$ cat src/hw/rtl/card_id_frame_serializer_macros.svh
// assertion macros shared by the card id frame serializer modules
// expects signals clk and rst_n in the scope where a macro is used
`ifndef CARD_ID_FRAME_SERIALIZER_MACROS_SVH
`define CARD_ID_FRAME_SERIALIZER_MACROS_SVH

// same-cycle implication
`define CIDFS_ASSERT_NOW(label, ante, cons) \
    label: assert property (@(posedge clk) disable iff (!rst_n) (ante) |-> (cons)) \
        else $error("cidfs same-cycle check failed");

// next-cycle implication
`define CIDFS_ASSERT_NEXT(label, ante, cons) \
    label: assert property (@(posedge clk) disable iff (!rst_n) (ante) |=> (cons)) \
        else $error("cidfs next-cycle check failed");

`endif

$ cat src/hw/rtl/cidfs_pkg.sv
// shared types and constants for the card id frame serializer
// no dependencies
`timescale 1ns / 1ps

package cidfs_pkg;

    localparam int ID_BYTES      = 8;
    localparam int PREAMBLE_BITS = 8;

    localparam int CHAR_W = 7;
    localparam logic [CHAR_W-1:0] HDR_STX  = 7'h02;
    localparam logic [CHAR_W-1:0] HDR_TWO  = 7'h32;
    localparam logic [CHAR_W-1:0] HDR_ZERO = 7'h30;

    localparam int BYTE_CNT_W = (ID_BYTES > 1) ? $clog2(ID_BYTES) : 1;
    localparam int STEP_W     = ($clog2(PREAMBLE_BITS) > 4) ? $clog2(PREAMBLE_BITS) : 4;

    localparam int Q_DEPTH = 2;
    localparam int Q_PTR_W = 1;
    localparam int Q_CNT_W = 2;

    // one classified id byte, ready for the serializer
    typedef struct packed {
        logic              first;
        logic              last;
        logic [CHAR_W-1:0] data;
        logic [CHAR_W-1:0] csum;
    } cidfs_cmd_t;

    typedef struct packed {
        logic full;
        logic empty;
    } cidfs_qstat_t;

endpackage

$ cat src/hw/rtl/cidfs_queue.sv
// two-entry command queue between the byte front end and the bit serializer
// depends on cidfs_pkg and the assertion macro header
`timescale 1ns / 1ps
`include "card_id_frame_serializer_macros.svh"

module cidfs_queue (
    input  logic                  clk,
    input  logic                  rst_n,
    input  logic                  push,
    input  cidfs_pkg::cidfs_cmd_t push_cmd,
    input  logic                  pop,
    output cidfs_pkg::cidfs_cmd_t head_cmd,
    output cidfs_pkg::cidfs_qstat_t stat
);
    import cidfs_pkg::*;

    cidfs_cmd_t           mem_reg [Q_DEPTH];
    logic [Q_PTR_W-1:0]   wr_ptr_reg;
    logic [Q_PTR_W-1:0]   wr_ptr_next;
    logic [Q_PTR_W-1:0]   rd_ptr_reg;
    logic [Q_PTR_W-1:0]   rd_ptr_next;
    logic [Q_CNT_W-1:0]   count_reg;
    logic [Q_CNT_W-1:0]   count_next;

    assign stat.full  = (count_reg == Q_CNT_W'(Q_DEPTH));
    assign stat.empty = (count_reg == '0);
    assign head_cmd   = mem_reg[rd_ptr_reg];

    always_comb
    begin
        wr_ptr_next = push ? wr_ptr_reg + 1'b1 : wr_ptr_reg;
        rd_ptr_next = pop ? rd_ptr_reg + 1'b1 : rd_ptr_reg;
        count_next  = count_reg;
        if (push && !pop)
        begin
            count_next = count_reg + 1'b1;
        end
        else if (pop && !push)
        begin
            count_next = count_reg - 1'b1;
        end
    end

    always_ff @(posedge clk or negedge rst_n)
    begin
        if (!rst_n)
        begin
            wr_ptr_reg <= '0;
            rd_ptr_reg <= '0;
            count_reg  <= '0;
        end
        else
        begin
            wr_ptr_reg <= wr_ptr_next;
            rd_ptr_reg <= rd_ptr_next;
            count_reg  <= count_next;
        end
    end

    always_ff @(posedge clk)
    begin
        if (push)
        begin
            mem_reg[wr_ptr_reg] <= push_cmd;
        end
    end

    `CIDFS_ASSERT_NOW(a_q_no_overflow, push, !stat.full)
    `CIDFS_ASSERT_NOW(a_q_no_underflow, pop, !stat.empty)
    `CIDFS_ASSERT_NOW(a_q_count_range, 1'b1, count_reg <= Q_CNT_W'(Q_DEPTH))

endmodule

$ cat src/hw/rtl/cidfs_front.sv
// front end: takes id bytes, tracks frame position and the running xor
// depends on cidfs_pkg
`timescale 1ns / 1ps

module cidfs_front (
    input  logic                    clk,
    input  logic                    rst_n,
    input  logic                    id_valid,
    output logic                    id_ready,
    input  logic [7:0]              id_byte,
    input  cidfs_pkg::cidfs_qstat_t q_stat,
    output logic                    push,
    output cidfs_pkg::cidfs_cmd_t   push_cmd
);
    import cidfs_pkg::*;

    logic [BYTE_CNT_W-1:0] cnt_reg;
    logic [BYTE_CNT_W-1:0] cnt_next;
    logic [CHAR_W-1:0]     xor_reg;
    logic [CHAR_W-1:0]     xor_next;
    logic [CHAR_W-1:0]     xor_now;
    logic                  is_last;

    assign id_ready = !q_stat.full;
    assign push     = id_valid && id_ready;

    // bit 7 never reaches the line, so only the low seven xor bits are kept
    assign xor_now = xor_reg ^ id_byte[CHAR_W-1:0];
    assign is_last = (cnt_reg == BYTE_CNT_W'(ID_BYTES - 1));

    always_comb
    begin
        push_cmd.first = (cnt_reg == '0);
        push_cmd.last  = is_last;
        push_cmd.data  = id_byte[CHAR_W-1:0];
        push_cmd.csum  = xor_now;
        cnt_next = cnt_reg;
        xor_next = xor_reg;
        if (push)
        begin
            if (is_last)
            begin
                cnt_next = '0;
                xor_next = '0;
            end
            else
            begin
                cnt_next = cnt_reg + 1'b1;
                xor_next = xor_now;
            end
        end
    end

    always_ff @(posedge clk or negedge rst_n)
    begin
        if (!rst_n)
        begin
            cnt_reg <= '0;
            xor_reg <= '0;
        end
        else
        begin
            cnt_reg <= cnt_next;
            xor_reg <= xor_next;
        end
    end

endmodule

$ cat src/hw/rtl/cidfs_back.sv
// back end: walks preamble, header, data, checksum chars one bit a cycle unless stalled
// depends on cidfs_pkg and the assertion macro header
`timescale 1ns / 1ps
`include "card_id_frame_serializer_macros.svh"

module cidfs_back (
    input  logic                    clk,
    input  logic                    rst_n,
    input  cidfs_pkg::cidfs_qstat_t q_stat,
    input  cidfs_pkg::cidfs_cmd_t   head_cmd,
    output logic                    pop,
    output logic                    bit_valid,
    input  logic                    bit_ready,
    output logic                    line_bit,
    output logic                    frame_end
);
    import cidfs_pkg::*;

    localparam logic [2:0] PH_PRE  = 3'd0;
    localparam logic [2:0] PH_HDR0 = 3'd1;
    localparam logic [2:0] PH_HDR1 = 3'd2;
    localparam logic [2:0] PH_HDR2 = 3'd3;
    localparam logic [2:0] PH_DATA = 3'd4;
    localparam logic [2:0] PH_CSUM = 3'd5;

    localparam logic [STEP_W-1:0] STEP_START  = STEP_W'(0);
    localparam logic [STEP_W-1:0] STEP_PARITY = STEP_W'(8);
    localparam logic [STEP_W-1:0] STEP_STOP   = STEP_W'(9);
    localparam logic [STEP_W-1:0] PRE_LAST    = STEP_W'(PREAMBLE_BITS - 1);

    cidfs_cmd_t        cmd_reg;
    cidfs_cmd_t        cmd_next;
    logic              busy_reg;
    logic              busy_next;
    logic [2:0]        phase_reg;
    logic [2:0]        phase_next;
    logic [STEP_W-1:0] step_reg;
    logic [STEP_W-1:0] step_next;
    logic              bit_valid_reg;
    logic              bit_valid_next;
    logic              line_bit_reg;
    logic              frame_end_reg;

    logic [CHAR_W-1:0] cur_char;
    logic [2:0]        data_idx;
    logic              cur_bit;
    logic              char_done;
    logic              item_done;
    logic              advance;
    logic              load;

    assign bit_valid = bit_valid_reg;
    assign line_bit  = line_bit_reg;
    assign frame_end = frame_end_reg;

    assign advance   = busy_reg && (!bit_valid_reg || bit_ready);
    assign char_done = (step_reg == STEP_STOP);
    assign item_done = char_done &&
                       ((phase_reg == PH_CSUM) || ((phase_reg == PH_DATA) && !cmd_reg.last));
    // take the next word while idle, or on the cycle the current one sends its final bit
    assign load = !q_stat.empty && (!busy_reg || (advance && item_done));
    assign pop  = load;
    assign data_idx = 3'(step_reg - STEP_W'(1));

    always_comb
    begin
        unique case (phase_reg)
            PH_HDR0: cur_char = HDR_STX;
            PH_HDR1: cur_char = HDR_TWO;
            PH_HDR2: cur_char = HDR_ZERO;
            PH_DATA: cur_char = cmd_reg.data;
            PH_CSUM: cur_char = cmd_reg.csum;
            default: cur_char = '0;
        endcase

        priority if (phase_reg == PH_PRE)
        begin
            cur_bit = 1'b1;
        end
        else if (step_reg == STEP_START)
        begin
            cur_bit = 1'b0;
        end
        else if (step_reg == STEP_PARITY)
        begin
            // odd parity over the seven data bits
            cur_bit = ~^cur_char;
        end
        else if (step_reg == STEP_STOP)
        begin
            cur_bit = 1'b1;
        end
        else
        begin
            cur_bit = cur_char[data_idx];
        end
    end

    always_comb
    begin
        cmd_next       = cmd_reg;
        busy_next      = busy_reg;
        phase_next     = phase_reg;
        step_next      = step_reg;
        bit_valid_next = bit_valid_reg;

        if (advance)
        begin
            bit_valid_next = 1'b1;
        end
        else if (bit_ready)
        begin
            bit_valid_next = 1'b0;
        end

        if (load)
        begin
            cmd_next   = head_cmd;
            busy_next  = 1'b1;
            phase_next = head_cmd.first ? PH_PRE : PH_DATA;
            step_next  = '0;
        end
        else if (advance)
        begin
            priority if (item_done)
            begin
                busy_next = 1'b0;
            end
            else if (phase_reg == PH_PRE)
            begin
                if (step_reg == PRE_LAST)
                begin
                    phase_next = PH_HDR0;
                    step_next  = '0;
                end
                else
                begin
                    step_next = step_reg + 1'b1;
                end
            end
            else if (char_done)
            begin
                step_next = '0;
                unique case (phase_reg)
                    PH_HDR0: phase_next = PH_HDR1;
                    PH_HDR1: phase_next = PH_HDR2;
                    PH_HDR2: phase_next = PH_DATA;
                    PH_DATA: phase_next = PH_CSUM;
                    default: phase_next = PH_PRE;
                endcase
            end
            else
            begin
                step_next = step_reg + 1'b1;
            end
        end
    end

    always_ff @(posedge clk or negedge rst_n)
    begin
        if (!rst_n)
        begin
            busy_reg      <= 1'b0;
            phase_reg     <= PH_PRE;
            step_reg      <= '0;
            bit_valid_reg <= 1'b0;
        end
        else
        begin
            busy_reg      <= busy_next;
            phase_reg     <= phase_next;
            step_reg      <= step_next;
            bit_valid_reg <= bit_valid_next;
        end
    end

    always_ff @(posedge clk)
    begin
        cmd_reg <= cmd_next;
        if (advance)
        begin
            line_bit_reg  <= cur_bit;
            frame_end_reg <= (phase_reg == PH_CSUM) && char_done;
        end
    end

    `CIDFS_ASSERT_NOW(a_frame_end_on_stop, bit_valid_reg && frame_end_reg, line_bit_reg)
    `CIDFS_ASSERT_NOW(a_csum_only_last, busy_reg && (phase_reg == PH_CSUM), cmd_reg.last)
    `CIDFS_ASSERT_NOW(a_step_in_char, busy_reg && (phase_reg != PH_PRE), step_reg <= STEP_STOP)
    `CIDFS_ASSERT_NEXT(a_advance_fills, advance, bit_valid_reg)

endmodule

$ cat src/hw/rtl/card_id_frame_serializer.sv
// top level of the card id frame serializer: front end, command queue, bit serializer
// depends on cidfs_pkg, cidfs_front, cidfs_queue and cidfs_back
`timescale 1ns / 1ps
//
//  channel  | handshake             | payload
//  ---------+-----------------------+---------------------
//  id in    | id_valid / id_ready   | id_byte[7:0]
//  bit out  | bit_valid / bit_ready | line_bit, frame_end
//
// one line bit leaves per cycle while busy with bit_ready high; a byte sends its data character,
// the first byte of a frame also preamble and three header characters, the last byte the checksum.
// a two-word queue lets the front take up to two bytes ahead of the serializer.
// rst_n clears the frame position, running xor, queue and output valid at once.
// a low bit_ready holds a valid output bit and stops the serializer; id_ready drops
// only when the queue is full.

module card_id_frame_serializer (
    input  logic       clk,
    input  logic       rst_n,
    input  logic       id_valid,
    output logic       id_ready,
    input  logic [7:0] id_byte,
    output logic       bit_valid,
    input  logic       bit_ready,
    output logic       line_bit,
    output logic       frame_end
);
    import cidfs_pkg::*;

    cidfs_qstat_t q_stat;
    cidfs_cmd_t   push_cmd;
    cidfs_cmd_t   head_cmd;
    logic         push;
    logic         pop;

    cidfs_front u_front (
        .clk      (clk),
        .rst_n    (rst_n),
        .id_valid (id_valid),
        .id_ready (id_ready),
        .id_byte  (id_byte),
        .q_stat   (q_stat),
        .push     (push),
        .push_cmd (push_cmd)
    );

    cidfs_queue u_queue (
        .clk      (clk),
        .rst_n    (rst_n),
        .push     (push),
        .push_cmd (push_cmd),
        .pop      (pop),
        .head_cmd (head_cmd),
        .stat     (q_stat)
    );

    cidfs_back u_back (
        .clk       (clk),
        .rst_n     (rst_n),
        .q_stat    (q_stat),
        .head_cmd  (head_cmd),
        .pop       (pop),
        .bit_valid (bit_valid),
        .bit_ready (bit_ready),
        .line_bit  (line_bit),
        .frame_end (frame_end)
    );

endmodule
$ cat config.mk
export PLATFORM = sky130hd
export DESIGN_NAME = card_id_frame_serializer
export DESIGN_NICKNAME = d
export VERILOG_FILES = /design/src/hw/rtl/cidfs_pkg.sv /design/src/hw/rtl/cidfs_queue.sv /design/src/hw/rtl/cidfs_front.sv /design/src/hw/rtl/cidfs_back.sv /design/src/hw/rtl/card_id_frame_serializer.sv
export VERILOG_INCLUDE_DIRS = /design/src /design/src/hw/rtl
export SDC_FILE = /design/constraint.sdc
export NUM_CORES = 1
export LEC_CHECK = 0
export ABC_AREA = 0
export BUFFER_PORTS_ARGS = -buffer_cell sky130_fd_sc_hd__buf_2
export CELL_PAD_IN_SITES_DETAIL_PLACEMENT = 1
export CELL_PAD_IN_SITES_GLOBAL_PLACEMENT = 2
export CORE_MARGIN = 2
export CORE_UTILIZATION = 45
export CTS_BUF_LIST = sky130_fd_sc_hd__clkbuf_4 sky130_fd_sc_hd__clkbuf_8
export DETAILED_ROUTE_END_ITERATION = 10
export HOLD_SLACK_MARGIN = 0.1
export PLACE_DENSITY = 0.79
export REMOVE_ABC_BUFFERS = 1
export SYNTH_ARGS = -nofsm -noshare
export SYNTH_HDL_FRONTEND = slang
export SYNTH_SLANG_ARGS = --single-unit
$ cat constraint.sdc
create_clock -name clk -period 2.7 [get_ports clk]
set_input_delay 0 -clock clk [delete_from_list [all_inputs] [get_ports clk]]
set_output_delay 0 -clock clk [all_outputs]
set_load 0.01 [all_outputs]
==> metrics.cfg <==
[clock_network]
cts_tree=yes
cts_buffers=9
clkLatencyLatePin_ps=340
numClockSinks=72
h-tree-depth=3
cts_resized=0
post_cts_buffers=0
cts_buffer_depth=2
path_clk_slew_ps=70
cts-root-buf=clkbuf_8

[critical_path]
cp_max_fo=21
cp.arrival_ps=2400
path_class=reg2reg
end_kind=flip-flop
regToRegEndpoint=u_back.phase_reg[1]
start_kind=flip-flop
reg2reg_from=u_back.phase_reg[0]
r2r_setup_slack_ps=510
rr_worst_depth=8
worstPathRequired_ps=2920

[timing]
fin_crit_sh=0.8094
setup_violations=0
slew_viol_final=0
hold_viol_final=0
max_freq_ghz=0.4576
tightest_slew_ps=764.8
rsz0062_at_grt=false
clock_skew_ps=5.912
max_slew_margin=0.4902
fin_crit_ps=2185
fin_setup_tns_ps=0

[place]
gp_congestion=0.7419
detailed_place_hpwl_um=3990
portBuffers=14

[cells_and_area]
drive_gt1_frac=0.2202
n_antenna_cell=0
syn2layout_area_growth_pct=13.87
largest_reg_flops=32
nNetsFinal=291

[logic_synthesis]
synth-main-ff-cell=edfxtp_1
ys_types=47
syn_inst=245
ys_warn_count=0
synth.cell_area_um2=3319
seq_area_frac_synth=0.6167
syn_area_per_cell_um2=13.55
synth_edf_count=49
synth_seq_cells=72
postSynth.asyncResetShare=0.3194

[detailed_routing]
antenna_left=0
num_vias=1902
first_iter_violations=83
drc=0
routedWlPerCell_um=16.31
drt-total-wl_um=6131
viasPerCell=5.059
drtPass1Iterations=3

[outcome]
outcome=finished, final reports clean

[hold_path]
hold_path_depth=4
min_to=u_queue.wr_ptr_reg
min_from=id_valid
hp-class=in2reg

[global_route]
grt_pass1_vias=2080
grt_pass1_wl_um=10610
grt_max_degree=24
antenna_found_initial=0
grt_overflow=0
grt.total_usage=0.1703

[floorplan]
fp.dieW_um=89.89
floorplan.initialDensity=0.4601
die_h_um=89.89
rows=31
io_pins=16
dieArea_um2=8079
core_um2=7214

[power_and_ir_drop]
irDropWorstVdd_mv=0.4205
power_mw=3.829
power_density_nw_per_um2=1013
leakagePower_nw=1.448

[job]
max-cap-violations=0

-- cell usage after synthesis, types with 2 or more instances --
cell / instances / area (um2)
buf_6: 4 / 45.04
mux2i_1: 6 / 60.06
edfxtp_1: 49 / 1471
nor4_1: 2 / 12.51
xor2_1: 16 / 140.1
a21oi_1: 3 / 15.01
nand2_1: 27 / 101.4
nor2_1: 6 / 22.52
nor2b_1: 3 / 18.77
nor3_1: 6 / 30.03
nand3_1: 3 / 15.01
or3_1: 2 / 12.51
nand2b_1: 6 / 37.54
a21o_1: 2 / 15.01
o31ai_1: 2 / 15.01
clkbuf_1: 4 / 15.01
xnor2_1: 5 / 43.79
ha_1: 7 / 87.58
and3_1: 2 / 12.51
mux2_2: 16 / 180.2
buf_2: 2 / 10.01
dfrtp_1: 23 / 575.6
o21ai_0: 17 / 85.08
inv_1: 9 / 33.78
-- worst max-delay path by stage --
stage	startpoint	to	slack, ps
4_1_cts	u_back.phase_reg[0]	u_back.phase_reg[1]	480
3_5_place_dp	u_back.step_reg[0]	u_back.line_bit	520
3_3_place_gp	u_back.step_reg[0]	u_back.line_bit	550
5_1_grt	u_back.phase_reg[0]	u_back.phase_reg[1]	300
2_1_floorplan	u_back.phase_reg[0]	u_queue.count_reg[1]	380
6_report	u_back.phase_reg[0]	u_back.phase_reg[1]	510
-- where the power goes --
group	switching [mW]	internal, mW	total, mW	leakage (nW)
Sequential	0.251	1.55	1.80	0.724
Combinational	0.603	0.481	1.08	0.612
Clock	0.400	0.541	0.941	0.112
Total	1.25	2.58	3.83	1.45
-- stage by stage --
step,setup slack (ps),utilization,cell area [um2],hold slack [ps],cells
6_report,514.5,0.5239,3780,134.7,376
5_1_grt,296.2,0.5239,3780,168.2,376
4_1_cts,475.8,0.5239,3780,118.8,376
3_5_place_dp,521.9,0.4809,3470,45.78,351
3_3_place_gp,549.5,0.4809,3470,44.48,351
2_1_floorplan,380.9,-,3246,-295.6,234
-- metal layers --
metal,routed length (um),GRT usage,vias to the layer above
li1,-,-,946
met1,2814,0.2115,928
met2,3078,0.2872,19
met3,163,0.04862,9
met4,75,0.05897,0
met5,0,0,-
-- area by class of cell --
| cell class | instances | area, um2 |
|---|---|---|
| Clock buffer | 11 | 138.9 |
| Inverter | 9 | 33.78 |
| Timing Repair Buffer | 27 | 190.2 |
| Multi-Input combinational cell | 153 | 1165 |
| Tap cell | 99 | 123.9 |
| Sequential cell | 72 | 2047 |
| Fill cell | 750 | 3435 |
| Clock inverter | 5 | 81.33 |
-- what timing repair did --
action	in CTS	in global routing
hold buffers	9	0
endpoints found under the hold margin	59	0
setup endpoints to repair	0	0
-- critical path: stages (launching register included) --
cell      delay (ps)
dfrtp_1          590
buf_4            270
nand2b_1         180
nand4_2          160
a21oi_4          190
buf_4            290
nor3_1            70
o21ai_0          200
o31ai_1          100
-- logic make-up (layout without fill, tap and decap cells) --
| family | after synthesis | after routing | share of synthesized area |
|---|---|---|---|
| AOI/OAI and AO/OA | 35 | 35 | 0.07387 |
| xor gates and xnor gates | 21 | 21 | 0.05541 |
| adders and majority gates | 7 | 7 | 0.02638 |
| buffers and inverters | 20 | 52 | 0.03241 |
| DFF | 72 | 72 | 0.6167 |
| muxes | 24 | 24 | 0.08707 |
| and+or+nand+nor | 66 | 66 | 0.1082 |
-- cell usage in the layout, fill, tap and decap left out, types with 3 or more instances in the layout --
cell type and count:
a21oi_1 3, buf_2 14, buf_4 4, clkbuf_8 9
dfrtp_1 23, dlygate4sd3_1 9, edfxtp_1 49, ha_1 7
inv_1 9, mux2_2 16, mux2i_1 6, nand2_1 27
nand2b_1 6, nand3_1 3, nor2_1 6, nor2b_1 3
nor3_1 6, o21ai_0 17, xnor2_1 5, xor2_1 16
(Power assumes the default switching activity.)
